$ cat src/rtl/core/hashed_key_value_table_core_macros.svh
// assertion macros used by the key-value table controller
`ifndef HASHED_KEY_VALUE_TABLE_CORE_MACROS_SVH
`define HASHED_KEY_VALUE_TABLE_CORE_MACROS_SVH
`ifndef SYNTHESIS
`define HKVT_ASSERT(label, prop) \
  label: assert property (@(posedge clk) disable iff (!rst_n) prop) \
    else $error("hkvt assertion failed");
`define HKVT_ASSERT_ALWAYS(label, prop) \
  label: assert property (@(posedge clk) prop) \
    else $error("hkvt assertion failed");
`else
`define HKVT_ASSERT(label, prop)
`define HKVT_ASSERT_ALWAYS(label, prop)
`endif
`endif

$ cat src/rtl/core/hkvt_pkg.sv
// shared constants, codes and controller/datapath interface types
package hkvt_pkg;
  localparam int BUCKETS_DEF      = 256;
  localparam int POOL_ENTRIES_DEF = 256;
  localparam int KEY_BYTES_DEF    = 8;
  localparam int VALUE_BYTES_DEF  = 8;

  localparam int FIELD_W = 64;

  localparam logic [31:0] FNV_OFFSET = 32'd2166136261;
  localparam logic [31:0] FNV_PRIME  = 32'd16777619;

  // action codes
  localparam logic [1:0] ACT_PUT   = 2'd0;
  localparam logic [1:0] ACT_GET   = 2'd1;
  localparam logic [1:0] ACT_ERASE = 2'd2;

  // result status codes
  localparam logic [2:0] ST_INSERTED    = 3'd0;
  localparam logic [2:0] ST_OVERWRITTEN = 3'd1;
  localparam logic [2:0] ST_FOUND       = 3'd2;
  localparam logic [2:0] ST_NOT_FOUND   = 3'd3;
  localparam logic [2:0] ST_ERASED      = 3'd4;
  localparam logic [2:0] ST_FULL        = 3'd5;

  typedef struct packed {
    logic sweep;
    logic load;
    logic hash;
    logic head_take;
    logic node_cmp;
    logic act;
    logic alloc;
    logic deliver;
  } ctl_cmd_t;

  typedef struct packed {
    logic sweep_last;
    logic hash_last;
    logic head_nil;
    logic key_eq;
    logic link_nil;
    logic need_alloc;
    logic out_free;
  } dp_sts_t;
endpackage

$ cat src/rtl/core/hkvt_ctrl.sv
// controller state machine sequencing hash, chain walk and table update
`include "hashed_key_value_table_core_macros.svh"
module hkvt_ctrl (
  input  logic               clk,
  input  logic               rst_n,
  input  logic               in_valid,
  output logic               in_ready,
  input  hkvt_pkg::dp_sts_t  sts,
  output hkvt_pkg::ctl_cmd_t cmd
);
  typedef enum logic [9:0] {
    S_INIT  = 10'b0000000001,
    S_IDLE  = 10'b0000000010,
    S_HASH  = 10'b0000000100,
    S_HEAD  = 10'b0000001000,
    S_HEADW = 10'b0000010000,
    S_NRD   = 10'b0000100000,
    S_NCMP  = 10'b0001000000,
    S_ACT   = 10'b0010000000,
    S_ALLOC = 10'b0100000000,
    S_FIN   = 10'b1000000000
  } state_t;

  state_t state_r, state_nxt;

  always_comb begin
    state_nxt = state_r;
    cmd       = '0;
    in_ready  = 1'b0;
    unique case (state_r)
      S_INIT: begin
        cmd.sweep = 1'b1;
        if (sts.sweep_last) state_nxt = S_IDLE;
      end
      S_IDLE: begin
        in_ready = 1'b1;
        if (in_valid) begin
          cmd.load  = 1'b1;
          state_nxt = S_HASH;
        end
      end
      S_HASH: begin
        cmd.hash = 1'b1;
        if (sts.hash_last) state_nxt = S_HEAD;
      end
      S_HEAD:  state_nxt = S_HEADW;
      S_HEADW: begin
        cmd.head_take = 1'b1;
        state_nxt     = sts.head_nil ? S_ACT : S_NRD;
      end
      S_NRD:   state_nxt = S_NCMP;
      S_NCMP: begin
        cmd.node_cmp = 1'b1;
        state_nxt    = (sts.key_eq || sts.link_nil) ? S_ACT : S_NRD;
      end
      S_ACT: begin
        cmd.act   = 1'b1;
        state_nxt = sts.need_alloc ? S_ALLOC : S_FIN;
      end
      S_ALLOC: begin
        cmd.alloc = 1'b1;
        state_nxt = S_FIN;
      end
      S_FIN: begin
        if (sts.out_free) begin
          cmd.deliver = 1'b1;
          state_nxt   = S_IDLE;
        end
      end
      default: state_nxt = S_INIT;
    endcase
  end

  always_ff @(posedge clk) begin
    if (!rst_n) begin
      state_r <= S_INIT;
    end else begin
      state_r <= state_nxt;
    end
  end

  `HKVT_ASSERT(a_accept_starts_hash, in_valid && in_ready |=> state_r == S_HASH)
  `HKVT_ASSERT(a_alloc_after_act, state_r == S_ALLOC |-> $past(state_r) == S_ACT)
  `HKVT_ASSERT(a_fin_waits, state_r == S_FIN && !sts.out_free |=> state_r == S_FIN)
  `HKVT_ASSERT_ALWAYS(a_reset_to_init, !rst_n |=> state_r == S_INIT)
endmodule

$ cat config.mk
export PLATFORM = sky130hd
export DESIGN_NAME = hkvt_ctrl
export DESIGN_NICKNAME = d
export VERILOG_FILES = /design/src/rtl/core/hkvt_pkg.sv /design/src/rtl/core/hkvt_ctrl.sv
export VERILOG_INCLUDE_DIRS = /design/src /design/src/rtl/core
export SDC_FILE = /design/constraint.sdc
export NUM_CORES = 1
export LEC_CHECK = 0
export BUFFER_PORTS_ARGS = -buffer_cell sky130_fd_sc_hd__buf_2
export CORE_MARGIN = 2
export CORE_UTILIZATION = 40
export DETAILED_ROUTE_END_ITERATION = 8
export PLACE_DENSITY_LB_ADDON = 0.2
export SKIP_CTS_REPAIR_TIMING = 1
export SLEW_MARGIN = 20
export SYNTH_ARGS = -nofsm -noshare
export SYNTH_HDL_FRONTEND = slang
export SYNTH_SLANG_ARGS = --single-unit
$ cat constraint.sdc
create_clock -name clk -period 1.42 [get_ports clk]
set_input_delay 0.142 -clock clk [delete_from_list [all_inputs] [get_ports clk]]
set_output_delay 0.142 -clock clk [all_outputs]
set_load 0.01 [all_outputs]
# [Word-level counts from Yosys, hierarchy flattened]
# Cells that the tools add are included.
[classes] mul=0 n_div=0 shifts=0 muxes=19 add_sub_neg=0 order_cmp=0 eq_ne=14 bitwise=0 n_reduce_logical=2
[op_table] operator="$pmux 10 s10" n=1
[op_table] operator="$mux 10" n=5
[op_table] operator="$mux 8" n=2
[op_table] operator="$mux 1" n=11
[op_table] operator="$eq 10x1->1 const B" n=1
[op_table] operator="$eq 10x10->1 const B" n=1
[op_table] operator="$eq 10x2->1 const B" n=1
[op_table] operator="$eq 10x3->1 const B" n=1
[op_table] operator="$eq 10x4->1 const B" n=1
[op_table] operator="$eq 10x5->1 const B" n=1
[op_table] operator="$eq 10x6->1 const B" n=1
[op_table] operator="$eq 10x7->1 const B" n=1
[op_table] operator="$eq 10x8->1 const B" n=1
[op_table] operator="$eq 10x9->1 const B" n=1
[op_table] operator="$ne 2x2->1 const B" n=4
[op_table] operator="$reduce_and 4->1" n=1
[op_table] operator="$logic_or 1x1->1" n=1
[totals] regBits=10 mem_bits_ro=0 latch_bits=0 ramBits=0 output_inout_bits=9 memories=0 inputBits=10

# [Logic depth before layout (Yosys ltp)]
# Gate-level depths: netlist of run 1.
[depth] word_depth=3 mapped_depth=6

# [Worst setup path before layout of run 1]
# OpenSTA, ideal clock, no wires.
[synth_path] path_kind="flip-flop to flip-flop" startpoint="reg state_r[9]" endpoint="reg state_r[5]" setup_time_ps=58 arrival_time_ps=1434 path_slack_ps=-72 required_time_ps=1362 path_stages_with_launch=7 cell_sequence="dfxtp_1 -> clkbuf_1 -> nor2_2 -> nand3_2 -> nor4b_2 -> nor2b_1 -> o21a_1"
[synth_via] elab_chain_len=3 elab_cells_between_ends=16 cone_classes="eq/ne: 14; mux: 1; reduce/logical: 1"
[synth_rtl] element="start, declared" line_no="hkvt_ctrl.sv:24" rtl="state_t state_r, state_nxt;"
[synth_rtl] element="start signal, assigned" line_no="hkvt_ctrl.sv:78" rtl="state_r <= state_nxt;"
[synth_rtl] element="$eq 10x1->1, or another cell as far along" line_no="hkvt_ctrl.sv:30" rtl="unique case (state_r)"
[synth_rtl] element="$ne 2x2->1 (no source line)"
[synth_rtl] element="$reduce_and 4->1 (no source line)"
# Parallel ways exist; a longest one is shown, timed or not.
# A chain may end at the register's enable or synchronous reset.

==> flow_summary.ini, run 1 <==
[run_status]
run_status = complete, but fails checks
violations = negative setup slack

[cells_and_area]
reg_top3 = state_r (10)
top_register = state_r
area_growth_pct = 58.2
fill_cells = 141
final_cell_area_mm2 = 0.00111
largest_reg_flops = 10
diodes = 0
final_cells = 139
drive_above_1_share_pct = 56.6
nets = 134

[clocking]
clockBufferDepth = 2
cts.clk_slew.worst_paths_ns = 0.07
htree_num_levels = 1
cts_tree = yes
cts_buffers = 3
clock_sinks = 10
clk_latency_ns = 0.27
clockRootBuffer = clkbuf_4

[routing]
drtIter0Drc = 14
ant_nets = 0
viasPerCell = 5.57
drt_wl_total_um = 1880
wl_per_cell_um = 13.5
via_count = 774
drcViolationCount = 0
first_pass_iters = 4

[power]
total_switching_power_mw = 0.221
powerDensity_mw_per_mm2 = 647
swShare_pct = 30.7
power.internal_mw = 0.499
p_seq_share_pct = 42.5
power.leakage_nw = 0.468
pwr-share-comb_pct = 30.0
vdd_ir_drop_max_v = 0.000501
clkPwrFrac_pct = 27.5

[synth]
synth_most_common_cell = dfxtp_1
synthFlopType = dfxtp_1
yosys-top-cells-area = dfxtp_1 (28%), nor3_1 (5.7%), nor3_4 (4.6%), nor2_1 (3.7%), nand2b_1 (3.6%)
yosysUniqueCellTypes = 42
synth_top_area_share_pct = 28.5
synth-seq-cells = 10
netlist_instances = 83
syn-num-nets = 93
synth_area_um2 = 703
synth-edff-count = 0
postSynthAreaPerCell_um2 = 8.47
async_flop_share_pct = 0
seq_area_frac_synth_pct = 28.5
yosys.area.top_type = dfxtp_1
yosys-top-cells-count = dfxtp_1 (10), nor3_1 (8), nor2_1 (7)
ys_warn_count = 0

[grt]
antenna_found_initial = 0
grt_pass1_wl_um = 2570
grt-ovfl-total = 0
track_usage_pct = 17.0
grt_max_degree = 11
grt_pass1_vias = 619

[worst_setup_path]
worstPathMaxFanout = 5
cp.required_ns = 1.28
cp-start-kind = flop
cp-end-kind = output port
path_class = flop to output port
arrival_ns = 1.61

[placement]
place_inst = 131
placed_cell_area_um2 = 941
io_buffers = 18
gp_congestion = 0.812
dp_hpwl_um = 1270

[floorplan]
dieArea_mm2 = 0.00211
fp.dieW_um = 45.9
start_util_pct = 41.6
placement_rows = 15
pin_count = 19
fp.dieH_um = 45.9
core_area_mm2 = 0.00169

[sta]
drv_slew = 0
finalSetupViolCount = 13
skew_ns = 0.0128
slew_headroom_pct = 76.7
period_share_pct = 123
worst_pin_slew_ns = 0.346
final_hold_viol_count = 0
fmax_mhz = 572
rsz0062_at_grt = true
worst_slack_ns = -0.327
fin_crit_ns = 1.75

[worst_hold_path]
hold_path.class = input port to flop

[run]
cap_violations = 0
[cell families after synthesis]
family | share of synthesized area, %
simple gates | 50.9
buf+inv | 4.62
flops | 28.5
compound gates | 13.5
xor+xnor | 2.49
[per-layer routing]
layer  share of wire, %  vias up  wire length [µm]  track usage [%]
met3                6.0        0               113             7.14
met2                 47       26               874             25.8
li1                   -      385                 -                -
met5                  0        -                 0                0
met4                  0        0                 0             3.43
met1                 47      363               889             22.5
[per-stage QoR]
| stage | setup slack [ns] | TNS [ns] | power [mW] | hold WS (ns) | util, % |
|---|---|---|---|---|---|
| 2_1_floorplan | -0.00455 | -0.00455 | 0.419 | 0.288 | - |
| 3_3_place_gp | -0.0822 | -0.107 | 0.490 | 0.393 | 55.7 |
| 3_5_place_dp | -0.0846 | -0.258 | 0.490 | 0.387 | 55.7 |
| 4_1_cts | -0.379 | -2.58 | 0.688 | 0.115 | 57.0 |
| 5_1_grt | -0.390 | -3.89 | 0.758 | 0.127 | 65.9 |
| 6_report | -0.327 | -2.76 | 0.720 | 0.127 | 65.9 |
[critical path, stage by stage, from the launching register on]
cell and delay [ns]:
dfxtp_2 0.33, or3_4 0.42, nor3_4 0.15, buf_6 0.13
nand3b_4 0.10, nor2_4 0.10, buf_6 0.10
[final timing paths]
kind	startpoint	endpoint	slack, ns	cells after the start
max	state_r[8]	cmd[5]	-0.33	6
min	sts[6]	state_r[0]	0.13	2
min reg2reg	state_r[3]	state_r[4]	0.53	2
max reg2reg	state_r[8]	state_r[2]	-0.21	7
[area by class of cell]
type | count | area [µm²] | area share (%)
Clock buffer | 3 | 22.5 | 2.02
Timing Repair Buffer | 40 | 285 | 25.6
Sequential cell | 10 | 206 | 18.6
Multi-Input combinational cell | 65 | 562 | 50.5
Inverter | 4 | 15.0 | 1.35
Tap cell | 17 | 21.3 | 1.91
[power groups by stage]
stage               clock network, mW  logic (mW)  registers [mW]
CTS                             0.205       0.178           0.306
global placement                    0       0.177           0.313
floorplan                           0       0.119           0.299
detailed placement                  0       0.177           0.313
finish                          0.198       0.216           0.306
global route                    0.216       0.234           0.307
[layout by cell type, fill, tap and decap left out, types with 2 or more instances in the layout]
master and count:
a21oi_1 2, and3_1 2, buf_2 15, buf_4 19, buf_6 6, clkbuf_4 3, dfxtp_1 5, dfxtp_2 5
inv_1 4, nand2_1 2, nand2b_1 4, nor2_1 7, nor2_2 2, nor2_4 2, nor3_1 4, nor3_2 3
nor3_4 3, nor3b_1 2, nor4b_4 2, o21a_1 3, o21ai_0 2, or2b_1 2, xnor2_1 2
Note: power is estimated with default switching activity, not from simulation.
==> run 2: changes to the inputs <==
Settings changed: CORE_UTILIZATION 40 to 45.
==> flow_summary.ini, run 2 (synthesized netlist as in run 1, its figures left out) <==
[worst_hold_path]
worstHoldStart = sts[1]
min_to = state_r[8]
hold_path.class = input port to flop
whs_path_depth = 2

[power]
power.internal_mw = 0.559
p_seq_share_pct = 38.9
vdd_ir_drop_max_v = 0.000657
pwr-share-comb_pct = 28.7
clkPwrFrac_pct = 32.4
swShare_pct = 29.0
total_switching_power_mw = 0.228
power.leakage_nw = 0.483
powerDensity_mw_per_mm2 = 693

[worst_setup_path]
startpoint = state_r[4]
cpMaxStageDelayCell = or3_4
worstReg2RegEnd = state_r[0]
cp-end-kind = output port
r2r_slack_ns = -0.14
slowest_delay_ns = 0.44
cp.required_ns = 1.28
path_class = flop to output port
cp-start-kind = flop
rr_worst_depth = 7
crit_chain = or3_4 -> nor3_4 -> nand3b_2 -> nor2_4 -> buf_2
arrival_ns = 1.60
reg2reg_from = state_r[4]
worstPathMaxFanout = 5

[routing]
drtIter0Drc = 18
viasPerCell = 5.69
drcViolationCount = 0
ant_nets = 0
via_count = 791
drt_wl_total_um = 2020
wl_per_cell_um = 14.5
first_pass_iters = 4

[placement]
dp_slack_ns = -0.0981
gp_congestion = 0.800
io_buffers = 18
dp_hpwl_um = 1290

[floorplan]
pin_count = 19
dieArea_mm2 = 0.00189
start_util_pct = 47.2
core_area_mm2 = 0.00149
placement_rows = 14
fp.dieW_um = 43.5
fp.dieH_um = 43.5

[grt]
grt_pass1_wl_um = 2840
antenna_found_initial = 0
grt-ovfl-total = 0
grt_max_degree = 11
track_usage_pct = 20.2
grt_pass1_vias = 693

[run_status]
violations = negative setup slack
run_status = complete, but fails checks

[sta]
rsz0062_at_grt = true
final_hold_viol_count = 0
finalSetupViolCount = 15
period_share_pct = 123
drv_slew = 0
skew_ns = 0.00234
worst_pin_slew_ns = 0.317
fin_crit_ns = 1.74
slew_headroom_pct = 78.6
worst_slack_ns = -0.325
fmax_mhz = 573
timing.hold.ws_ns = 0.121

[clocking]
clock_sinks = 10
clockBufferDepth = 2
cts.clk_slew.worst_paths_ns = 0.07
cts_buffers = 3
clockRootBuffer = clkbuf_4
clk_latency_ns = 0.26
htree_num_levels = 1
cts_tree = yes

[cells_and_area]
mostFrequentLayoutCell = buf_4
diodes = 0
nets = 134
top_register = state_r
most-common-layout-cells = buf_4 (19), buf_2 (16), nor2_1 (7), dfxtp_2 (7), buf_6 (5)
reg_top3 = state_r (10)
drive_above_1_share_pct = 61.0
area_growth_pct = 61.6
largest_reg_flops = 10

[run]
cap_violations = 0
[run 2: cell types whose count changed in the layout (fill, tap and decap cells not counted), sizes merged]
cell / delta
clkbuf: +1
[run 2: power groups by stage]
stage	clock network, mW	logic [mW]	registers [mW]
after floorplan	0	0.119	0.299
after global placement	0	0.166	0.309
after detailed placement	0	0.168	0.309
after CTS	0.263	0.168	0.303
after global routing	0.284	0.248	0.308
final	0.255	0.226	0.307
[run 2: routing by layer]
layer / vias to the layer above / part of all wire, % / track usage, %
met5: - / 0 / 0
met4: 0 / 0.64 / 3.64
met3: 2 / 4.1 / 7.50
met2: 22 / 50 / 34.9
met1: 379 / 45 / 24.3
li1: 388 / - / -
[run 2: worst max-delay path by stage]
stage,depth (start not counted),endpoint
after floorplan,6,state_r[5]
after global placement,4,cmd[0]
after detailed placement,4,cmd[0]
after CTS,4,cmd[0]
after global routing,5,cmd[5]
final,5,cmd[5]
[run 2: area by class of cell]
class                           instances  area [µm²]
Timing Repair Buffer                   40         279
Sequential cell                        10         209
Tap cell                               16        20.0
Fill cell                             103         353
Multi-Input combinational cell         65         577
Clock buffer                            4        36.3
Inverter                                4        15.0
[run 2: worst max-delay path, delay by kind of cell, from the launching register on]
kind	cells	cell delay (ns)
simple gates	4	0.89
buf+inv	1	0.13
flops	1	0.33
[run 2: through the flow]
| stage | instance area, µm² | utilization, % | std cells | TNS, ns | power (mW) |
|---|---|---|---|---|---|
| after global placement | 917 | 61.6 | 127 | -0.181 | 0.475 |
| final | 1140 | 76.3 | 139 | -2.79 | 0.787 |
| after floorplan | 719 | - | 83 | -0.00455 | 0.419 |
| after detailed placement | 917 | 61.6 | 127 | -0.345 | 0.477 |
| after CTS | 953 | 64.0 | 131 | -2.80 | 0.734 |
| after global routing | 1140 | 76.3 | 139 | -4.06 | 0.840 |
